`src/hdl/tcx_pkg.sv`:
```
// ----------------------------------------------------------------------------
// tcx_pkg
// Opcodes and word formats of the instruction execute block.
// ----------------------------------------------------------------------------
`default_nettype none

package tcx_pkg;

  localparam logic [3:0] OP_LD  = 4'd0;
  localparam logic [3:0] OP_ST  = 4'd1;
  localparam logic [3:0] OP_LDI = 4'd2;
  localparam logic [3:0] OP_STI = 4'd3;
  localparam logic [3:0] OP_LIT = 4'd4;
  localparam logic [3:0] OP_MOV = 4'd5;
  localparam logic [3:0] OP_ADD = 4'd6;
  localparam logic [3:0] OP_SUB = 4'd7;
  localparam logic [3:0] OP_MUL = 4'd8;
  localparam logic [3:0] OP_DIV = 4'd9;
  localparam logic [3:0] OP_AND = 4'd10;
  localparam logic [3:0] OP_OR  = 4'd11;
  localparam logic [3:0] OP_JZ  = 4'd12;
  localparam logic [3:0] OP_EQ  = 4'd13;
  localparam logic [3:0] OP_LT  = 4'd14;
  localparam logic [3:0] OP_NOP = 4'd15;

  typedef struct packed {
    logic [3:0] opcode;
    logic [3:0] dest_reg;
    logic [7:0] operand_byte;
  } insn_t;

  typedef struct packed {
    logic [15:0] pc_after;
    logic        reg_written;
    logic [7:0]  reg_value;
    logic        mem_written;
    logic [7:0]  mem_addr;
    logic [7:0]  mem_value;
  } result_t;

endpackage

`default_nettype wire

```
`src/hdl/tcx_regfile.sv`:
```
// ----------------------------------------------------------------------------
// tcx_regfile
// Register file: synchronous memory, two read ports, one write port.
// ----------------------------------------------------------------------------
`default_nettype none

module tcx_regfile #(
  parameter int NUM_REGS   = 16,
  parameter int DATA_WIDTH = 8
) (
  input  wire logic                        clk,
  input  wire logic                        rst,
  input  wire logic                        rd_en,
  input  wire logic [$clog2(NUM_REGS)-1:0] rd_addr_a,
  input  wire logic [$clog2(NUM_REGS)-1:0] rd_addr_b,
  output logic      [DATA_WIDTH-1:0]       rd_data_a,
  output logic      [DATA_WIDTH-1:0]       rd_data_b,
  input  wire logic                        wr_en,
  input  wire logic [$clog2(NUM_REGS)-1:0] wr_addr,
  input  wire logic [DATA_WIDTH-1:0]       wr_data
);

  logic [DATA_WIDTH-1:0] regs [NUM_REGS];
  logic [NUM_REGS-1:0]   vld;

  // valid bits stand in for the reset clear of the array
  always_ff @(posedge clk) begin
    if (rst) begin
      vld <= '0;
    end else if (wr_en) begin
      vld[wr_addr] <= 1'b1;
    end
  end

  always_ff @(posedge clk) begin
    if (wr_en) begin
      regs[wr_addr] <= wr_data;
    end
  end

  always_ff @(posedge clk) begin
    if (rd_en) begin
      rd_data_a <= vld[rd_addr_a] ? regs[rd_addr_a] : '0;
      rd_data_b <= vld[rd_addr_b] ? regs[rd_addr_b] : '0;
    end
  end

endmodule

`default_nettype wire

```
`src/hdl/tcx_dmem.sv`:
```
// ----------------------------------------------------------------------------
// tcx_dmem
// Data memory: synchronous, one read port, one write port.
// ----------------------------------------------------------------------------
`default_nettype none

module tcx_dmem #(
  parameter int MEM_DEPTH  = 256,
  parameter int DATA_WIDTH = 8
) (
  input  wire logic                         clk,
  input  wire logic                         rst,
  input  wire logic                         rd_en,
  input  wire logic [$clog2(MEM_DEPTH)-1:0] rd_addr,
  output logic      [DATA_WIDTH-1:0]        rd_data,
  input  wire logic                         wr_en,
  input  wire logic [$clog2(MEM_DEPTH)-1:0] wr_addr,
  input  wire logic [DATA_WIDTH-1:0]        wr_data
);

  logic [DATA_WIDTH-1:0] mem [MEM_DEPTH];
  logic [MEM_DEPTH-1:0]  vld;

  // unwritten words read as zero
  always_ff @(posedge clk) begin
    if (rst) begin
      vld <= '0;
    end else if (wr_en) begin
      vld[wr_addr] <= 1'b1;
    end
  end

  always_ff @(posedge clk) begin
    if (wr_en) begin
      mem[wr_addr] <= wr_data;
    end
  end

  always_ff @(posedge clk) begin
    if (rd_en) begin
      rd_data <= vld[rd_addr] ? mem[rd_addr] : '0;
    end
  end

endmodule

`default_nettype wire

```
`src/hdl/tcx_div.sv`:
```
// ----------------------------------------------------------------------------
// tcx_div
// Restoring unsigned divider, one quotient bit per cycle.
// ----------------------------------------------------------------------------
`default_nettype none

module tcx_div #(
  parameter int DATA_WIDTH = 8
) (
  input  wire logic                  clk,
  input  wire logic                  rst,
  input  wire logic                  start,
  input  wire logic [DATA_WIDTH-1:0] dividend,
  input  wire logic [DATA_WIDTH-1:0] divisor,
  output logic                       done,
  output logic      [DATA_WIDTH-1:0] quotient
);

  localparam int CW = $clog2(DATA_WIDTH + 1);

  logic                  busy;
  logic [CW-1:0]         cnt;
  logic [DATA_WIDTH:0]   rem;
  logic [DATA_WIDTH:0]   rem_next;
  logic [DATA_WIDTH:0]   shifted;
  logic [DATA_WIDTH-1:0] dvs;
  logic                  ge;

  assign shifted  = {rem[DATA_WIDTH-1:0], quotient[DATA_WIDTH-1]};
  assign ge       = shifted >= {1'b0, dvs};
  assign rem_next = ge ? (shifted - {1'b0, dvs}) : shifted;

  always_ff @(posedge clk) begin
    if (rst) begin
      busy <= 1'b0;
      done <= 1'b0;
      cnt  <= '0;
    end else begin
      done <= 1'b0;
      if (start) begin
        busy <= 1'b1;
        cnt  <= CW'(DATA_WIDTH);
      end else if (busy) begin
        cnt <= cnt - CW'(1);
        if (cnt == CW'(1)) begin
          busy <= 1'b0;
          done <= 1'b1;
        end
      end
    end
  end

  // shift the dividend out of the quotient register as quotient bits enter
  always_ff @(posedge clk) begin
    if (start) begin
      rem      <= '0;
      quotient <= dividend;
      dvs      <= divisor;
    end else if (busy) begin
      rem      <= rem_next;
      quotient <= {quotient[DATA_WIDTH-2:0], ge};
    end
  end

endmodule

`default_nettype wire

```
`src/hdl/toy_cpu_instruction_execute.sv`:
```
// ----------------------------------------------------------------------------
// toy_cpu_instruction_execute
// Executes one instruction word against a register file, data memory and PC.
// ----------------------------------------------------------------------------
// Usage:
//   cmd channel (cmd_valid / cmd_stall / cmd) carries one instruction word:
//   opcode, dest_reg, operand_byte. res channel (res_valid / res_stall / res)
//   returns exactly one result word per instruction: new PC, register write
//   flag and value, memory store flag, address and value.
//   Timing: the result word is loaded into the output register as write back
//   fires, and the next instruction is taken only once the block is back in
//   idle. A divide by a nonzero register adds a pass through the bit-serial
//   divider. The sequence is: register file read, data memory read, execute,
//   divider if needed, write back. cmd_stall is high from acceptance until
//   write back completes. Reset clears the PC, the register and memory
//   valid bits (all state reads as zero) and the output valid flag. While
//   res_stall holds the result word, write back waits, so state is committed
//   only as the word is loaded.
// ----------------------------------------------------------------------------
`default_nettype none

module toy_cpu_instruction_execute import tcx_pkg::*; #(
  parameter int NUM_REGS   = 16,
  parameter int DATA_WIDTH = 8,
  parameter int MEM_DEPTH  = 256,
  parameter int PC_WIDTH   = 16
) (
  input  wire logic    clk,
  input  wire logic    rst,
  input  wire logic    cmd_valid,
  output logic         cmd_stall,
  input  wire insn_t   cmd,
  output logic         res_valid,
  input  wire logic    res_stall,
  output result_t      res
);

  localparam int RAW = $clog2(NUM_REGS);
  localparam int MAW = $clog2(MEM_DEPTH);

  localparam logic [2:0] S_IDLE = 3'd0;
  localparam logic [2:0] S_REG  = 3'd1;
  localparam logic [2:0] S_MEM  = 3'd2;
  localparam logic [2:0] S_DIV  = 3'd3;
  localparam logic [2:0] S_WB   = 3'd4;

  // Reduce an index modulo the register count: up to four compare/subtract
  // steps, since the quotient of a 4-bit value fits in 4 bits.
  function automatic logic [RAW-1:0] reg_index(input logic [3:0] v);
    logic [7:0] r;
    r = {4'b0, v};
    for (int k = 3; k >= 0; k--) begin
      if (r >= (8'(NUM_REGS) << k)) begin
        r = r - (8'(NUM_REGS) << k);
      end
    end
    return RAW'(r);
  endfunction

  // Same for memory addresses: an 8-bit value over a depth of at least 16.
  function automatic logic [MAW-1:0] mem_index(input logic [7:0] v);
    logic [11:0] r;
    r = {4'b0, v};
    for (int k = 3; k >= 0; k--) begin
      if (r >= (12'(MEM_DEPTH) << k)) begin
        r = r - (12'(MEM_DEPTH) << k);
      end
    end
    return MAW'(r);
  endfunction

  logic [2:0]            state;
  logic [PC_WIDTH-1:0]   pc;
  logic [PC_WIDTH-1:0]   pc_next;

  // instruction held while it executes
  logic [3:0]            op_q;
  logic [7:0]            lit_q;
  logic [RAW-1:0]        d_q;

  // execute results
  logic                  rw_q;
  logic [DATA_WIDTH-1:0] rv_q;
  logic                  mw_q;
  logic [MAW-1:0]        ma_q;
  logic [DATA_WIDTH-1:0] mv_q;
  logic                  jump_q;

  logic                  rw;
  logic [DATA_WIDTH-1:0] rv;
  logic                  mw;
  logic [MAW-1:0]        ma;
  logic [DATA_WIDTH-1:0] mv;
  logic                  jump;
  logic                  div_go;

  logic                  accept;
  logic                  wb_fire;

  logic [DATA_WIDTH-1:0] rf_a;
  logic [DATA_WIDTH-1:0] rf_b;
  logic [DATA_WIDTH-1:0] dm_q;
  logic [MAW-1:0]        dm_raddr;
  logic                  div_done;
  logic [DATA_WIDTH-1:0] div_q;

  assign cmd_stall = (state != S_IDLE);
  assign accept    = cmd_valid && !cmd_stall;
  // commit only when the output register is free or draining this cycle
  assign wb_fire   = (state == S_WB) && (!res_valid || !res_stall);

  // ---------------------------------------------------------------- storage
  tcx_regfile #(
    .NUM_REGS   (NUM_REGS),
    .DATA_WIDTH (DATA_WIDTH)
  ) u_regfile (
    .clk       (clk),
    .rst       (rst),
    .rd_en     (accept),
    .rd_addr_a (reg_index(cmd.dest_reg)),
    .rd_addr_b (reg_index(cmd.operand_byte[7:4])),
    .rd_data_a (rf_a),
    .rd_data_b (rf_b),
    .wr_en     (wb_fire && rw_q),
    .wr_addr   (d_q),
    .wr_data   (rv_q)
  );

  // ld reads at the literal, ldi at the source register's value
  assign dm_raddr = (op_q == OP_LDI) ? mem_index(rf_b[7:0]) : mem_index(lit_q);

  tcx_dmem #(
    .MEM_DEPTH  (MEM_DEPTH),
    .DATA_WIDTH (DATA_WIDTH)
  ) u_dmem (
    .clk     (clk),
    .rst     (rst),
    .rd_en   (state == S_REG),
    .rd_addr (dm_raddr),
    .rd_data (dm_q),
    .wr_en   (wb_fire && mw_q),
    .wr_addr (ma_q),
    .wr_data (mv_q)
  );

  // divider starts as soon as both operands are out of the register file
  tcx_div #(
    .DATA_WIDTH (DATA_WIDTH)
  ) u_div (
    .clk      (clk),
    .rst      (rst),
    .start    ((state == S_REG) && (op_q == OP_DIV) && (rf_b != '0)),
    .dividend (rf_a),
    .divisor  (rf_b),
    .done     (div_done),
    .quotient (div_q)
  );

  // ---------------------------------------------------------------- execute
  always_comb begin
    rw     = 1'b0;
    rv     = '0;
    mw     = 1'b0;
    ma     = '0;
    mv     = '0;
    jump   = 1'b0;
    div_go = 1'b0;
    unique case (op_q)
      OP_LD:  begin rw = 1'b1; rv = dm_q; end
      OP_ST:  begin mw = 1'b1; ma = mem_index(lit_q); mv = rf_a; end
      OP_LDI: begin rw = 1'b1; rv = dm_q; end
      OP_STI: begin mw = 1'b1; ma = mem_index(rf_a[7:0]); mv = rf_b; end
      OP_LIT: begin rw = 1'b1; rv = DATA_WIDTH'(lit_q); end
      OP_MOV: begin rw = 1'b1; rv = rf_b; end
      OP_ADD: begin rw = 1'b1; rv = rf_a + rf_b; end
      OP_SUB: begin rw = 1'b1; rv = rf_a - rf_b; end
      OP_MUL: begin rw = 1'b1; rv = DATA_WIDTH'(rf_a * rf_b); end
      OP_DIV: begin div_go = (rf_b != '0); end
      OP_AND: begin rw = 1'b1; rv = rf_a & rf_b; end
      OP_OR:  begin rw = 1'b1; rv = rf_a | rf_b; end
      OP_JZ:  begin jump = (rf_a == '0); end
      OP_EQ:  begin rw = 1'b1; rv = DATA_WIDTH'(rf_a == rf_b); end
      OP_LT:  begin rw = 1'b1; rv = DATA_WIDTH'(rf_a < rf_b); end
      OP_NOP: begin end
    endcase
  end

  assign pc_next = pc + (jump_q ? PC_WIDTH'(lit_q) : '0) + PC_WIDTH'(1);

  // ---------------------------------------------------------------- sequencer
  always_ff @(posedge clk) begin
    if (rst) begin
      state <= S_IDLE;
      pc    <= '0;
    end else begin
      unique case (state)
        S_IDLE: begin
          if (accept) begin
            state <= S_REG;
          end
        end
        S_REG: begin
          state <= S_MEM;
        end
        S_MEM: begin
          state <= div_go ? S_DIV : S_WB;
        end
        S_DIV: begin
          if (div_done) begin
            state <= S_WB;
          end
        end
        S_WB: begin
          if (wb_fire) begin
            state <= S_IDLE;
            pc    <= pc_next;
          end
        end
        default: begin
          state <= S_IDLE;
        end
      endcase
    end
  end

  // latch the instruction and the execute results
  always_ff @(posedge clk) begin
    if (accept) begin
      op_q  <= cmd.opcode;
      lit_q <= cmd.operand_byte;
      d_q   <= reg_index(cmd.dest_reg);
    end
    if (state == S_MEM) begin
      rw_q   <= rw;
      rv_q   <= rv;
      mw_q   <= mw;
      ma_q   <= ma;
      mv_q   <= mv;
      jump_q <= jump;
    end else if ((state == S_DIV) && div_done) begin
      rw_q <= 1'b1;
      rv_q <= div_q;
    end
  end

  // ---------------------------------------------------------------- output
  always_ff @(posedge clk) begin
    if (rst) begin
      res_valid <= 1'b0;
    end else if (wb_fire) begin
      res_valid <= 1'b1;
    end else if (!res_stall) begin
      res_valid <= 1'b0;
    end
  end

  always_ff @(posedge clk) begin
    if (wb_fire) begin
      res.pc_after    <= 16'(pc_next);
      res.reg_written <= rw_q;
      res.reg_value   <= rv_q[7:0];
      res.mem_written <= mw_q;
      res.mem_addr    <= 8'(ma_q);
      res.mem_value   <= mv_q[7:0];
    end
  end

endmodule

`default_nettype wire

```
`config.mk`:
```
export PLATFORM = sky130hd
export DESIGN_NAME = toy_cpu_instruction_execute
export DESIGN_NICKNAME = d
export VERILOG_FILES = /design/src/hdl/tcx_pkg.sv /design/src/hdl/tcx_regfile.sv /design/src/hdl/tcx_dmem.sv /design/src/hdl/tcx_div.sv /design/src/hdl/toy_cpu_instruction_execute.sv
export SDC_FILE = /design/constraint.sdc
export NUM_CORES = 2
export LEC_CHECK = 0
export ABC_AREA = 1
export BUFFER_PORTS_ARGS = -buffer_cell sky130_fd_sc_hd__buf_2
export CAP_MARGIN = 20
export CORE_MARGIN = 10
export CORE_UTILIZATION = 55
export CTS_BUF_LIST = sky130_fd_sc_hd__clkbuf_2 sky130_fd_sc_hd__clkbuf_4 sky130_fd_sc_hd__clkbuf_8
export DETAILED_ROUTE_END_ITERATION = 8
export MAX_ROUTING_LAYER = met4
export PLACE_DENSITY = 0.76
export SLEW_MARGIN = 20
export SYNTH_ARGS = -nofsm -noshare
export SYNTH_HDL_FRONTEND = slang
export SYNTH_SLANG_ARGS = --single-unit
```
`constraint.sdc`:
```
create_clock -name clk -period 3.85 [get_ports clk]
set_clock_uncertainty 0.2 [all_clocks]
set_input_delay 0.385 -clock clk [delete_from_list [all_inputs] [get_ports clk]]
set_output_delay 0.385 -clock clk [all_outputs]
set_load 0.01 [all_outputs]
```
==> results.py <==
metrics = {
    "floorplan": {
        "die_w_um": 464,
        "die_area_um2": 216000,
        "coreArea_um2": 197000,
        "fp-row-count": 163,
        "die_h_um": 464,
        "start_util": 0.552,
        "ioPinCount": 64,
    },
    "placed_design": {
        "portBuffers": 63,
        "place_area_um2": 114000,
        "gp_congestion": 0.962,
        "dp.final_hpwl_mm": 182,
    },
    "global_route": {
        "antenna_found_initial": 11,
        "grtUsageTotal": 0.283,
        "grt_pass1_vias": 76515,
        "grt_first_pass_wirelength_mm": 459,
        "grt_max_degree": 162,
        "overflow": 0,
    },
    "worst_setup_path": {
        "cp.required_ns": 4.42,
        "cp_max_fo": 3,
        "path_class": "flop to flop",
        "end_kind": "flop",
        "arrival_ns": 4.72,
        "critPathLaunchType": "flop",
    },
    "clocking": {
        "cts_root_buf": "clkbuf_8",
        "h-tree-depth": 5,
        "clkTransAtPathRegs_ns": 0.06,
        "cts_tree": "yes",
        "cts_buffers": 421,
        "cts_buffer_depth": 4,
        "cts.sink_count": 2607,
        "insertion_delay_ns": 1.10,
    },
    "timing": {
        "period_share": 1.08,
        "worst_slew_pin_slew_ns": 1.02,
        "hold_viol": 0,
        "fmax_ghz": 0.241,
        "rsz0062_at_grt": "true",
        "period_needed_ns": 4.15,
        "worst_slack_ns": -0.302,
        "setup_viol": 3,
        "tns_ns": -0.543,
        "maxSlewHeadroom": 0.320,
        "finalHoldWorstSlack_ns": 0.130,
        "slew_violations": 0,
    },
    "synth": {
        "yosysUniqueCellTypes": 46,
        "synth_edf_count": 2301,
        "async_flop_share": 0,
        "synth_nets": 10074,
        "ys_warn_count": 0,
        "synth_top_area_share": 0.636,
        "synthFlopType": "edfxtp_1",
        "yosysMostFrequentCell": "nand2_1",
        "synth_top_cells_by_count": "nand2_1 (2553), nand3_1 (2354), edfxtp_1 (2301)",
        "synth_top_cell_by_area": "edfxtp_1",
        "ys_seq_elements": 2607,
        "synth.avg_cell_area_um2": 10.9,
        "synthCells": 9980,
        "syn_area_um2": 109000,
        "yosysSeqAreaShare": 0.693,
        "synth.area.top_cells": "edfxtp_1 (64%), nand3_1 (11%), nand2_1 (8.8%), dfxtp_1 (5.6%), nor2_1 (2.1%)",
    },
    "min_path": {
        "min_path_type": "input port to flop",
    },
    "power": {
        "total_power_mw": 76.7,
        "power.internal_mw": 51.7,
        "total_leakage_power_nw": 46.0,
        "sw_frac_of_total": 0.326,
        "power_frac_clock": 0.323,
        "power.share.combinational": 0.254,
        "pwr-share-seq": 0.423,
        "irDropWorstVdd_uv": 462,
        "switching_power_mw": 25.0,
        "pwr_density_cell_nw_per_um2": 624,
    },
    "detailed_routing": {
        "vias_per_cell": 6.00,
        "drt-pass1-iter-count": 6,
        "drt_iter0_markers": 11504,
        "drc_errors": 1,
        "wire_per_inst_um": 23.2,
        "routed_wl_mm": 308,
        "ant_nets": 0,
        "dr_total_vias": 79772,
    },
    "status": {
        "violations": "DRC, setup timing",
        "status": "complete, but fails checks",
    },
    "final_layout": {
        "nets": 10400,
        "synthToLayoutAreaGrowth_pct": 13.3,
        "fin_util": 0.625,
        "finalInstanceArea_um2": 123000,
        "drive_above_1_share": 0.120,
    },
    "job": {
        "drv_cap": 0,
    },
}
cells by family after synthesis:
group                    synth area share
AND/OR/NAND/NOR                     0.220
flip-flops                          0.693
buffers and inverters              0.0423
AO/OA/AOI/OAI                      0.0322
adder cells (fa/ha/maj)           0.00963
XOR/XNOR                          0.00290
final timing paths:
path / start / to / slack [ns] / cells past startpoint
worst min-delay path: rst / u_regfile.vld[8] / 0.13 / 3
worst max-delay path: u_regfile.rd_data_a[2] / rv_q[7] / -0.30 / 18
worst max register to register: u_regfile.rd_data_a[2] / rv_q[7] / -0.30 / 18
worst min register to register: u_div.cnt[1] / u_div.cnt[1] / 0.27 / 2
metal layers:
layer / up-vias / wire, um / track usage
met2: 5088 / 142000 / 0.428
met1: 38163 / 115000 / 0.363
met4: 0 / 16700 / 0.148
met3: 987 / 34700 / 0.0578
li1: 35534 / - / -
met5: - / 0 / -
cell type report:
type | count | area (um^2)
repair buffers | 536 | 5070
multi-input cells | 6301 | 28900
flip-flops and latches | 2607 | 75200
clock inverters | 134 | 1020
diodes | 15 | 37.5
well taps | 2640 | 3300
fillers | 14805 | 73800
clock buffers | 634 | 7750
inverters | 439 | 1670
critical path, cell delays in order (launching register included):
cell	delay (ns)
edfxtp_1	0.41
buf_6	0.16
nand2_4	0.07
inv_2	0.04
fa_1	0.48
ha_1	0.30
fa_1	0.51
inv_1	0.05
fa_1	0.37
xnor2_1	0.19
xor2_1	0.19
xor2_1	0.19
xnor2_1	0.17
buf_4	0.14
a21oi_1	0.07
nand2_2	0.06
nand3b_1	0.07
nand2_1	0.08
nand2_1	0.06
cells in the final DEF (no fill, tap or decap), types with 84 or more instances in the layout:
cell type / synthesis / final
nand2_1: 2553 / 2546
nand3_1: 2354 / 2350
o21ai_0: 347 / 347
clkbuf_8: 0 / 478
clkbuf_4: 0 / 156
nor2_1: 608 / 606
edfxtp_1: 2301 / 2301
a21oi_1: 169 / 169
inv_1: 430 / 418
dfxtp_1: 306 / 306
buf_4: 55 / 351
buf_12: 0 / 84
power groups by stage:
stage | sequential, mW | clock (mW) | combinational [mW]
after CTS | 32.5 | 24.9 | 18.8
after floorplan | 33.6 | 0 | 10.8
after global placement | 33.0 | 0 | 18.3
after global routing | 32.5 | 26.2 | 20.7
final | 32.5 | 24.8 | 19.4
after detailed placement | 33.0 | 0 | 18.6
what timing repair did:
action	CTS	global route
hold buffers	31	0
setup endpoints to repair	3	12
endpoints found under the hold margin	196	0
setup buffers	3	9
cloned	0	1
resized for setup	17	19
pin swaps	12	13
registers in the layout (all words and copies together) (netlist names), 3 cells and up:
name	cells
u_dmem.vld	256
u_regfile.vld	16
u_regfile.rd_data_b	8
lit_q	8
u_dmem.rd_data	8
res	42
rv_q	8
pc	16
ma_q	8
mv_q	8
u_dmem.mem	2048
op_q	4
state	3
u_div.cnt	4
u_div.rem	8
u_div.quotient	8
u_regfile.rd_data_a	8
u_regfile.regs	128
d_q	4
u_div.dvs	8
stage by stage:
stage / setup WS (ns) / std cells
after CTS: -0.366 / 13281
after detailed placement: -0.488 / 12479
after global placement: -0.649 / 12479
after global routing: -0.465 / 13303
after floorplan: -0.410 / 9980
final: -0.302 / 13306
Power figures use the tool's default switching activity.
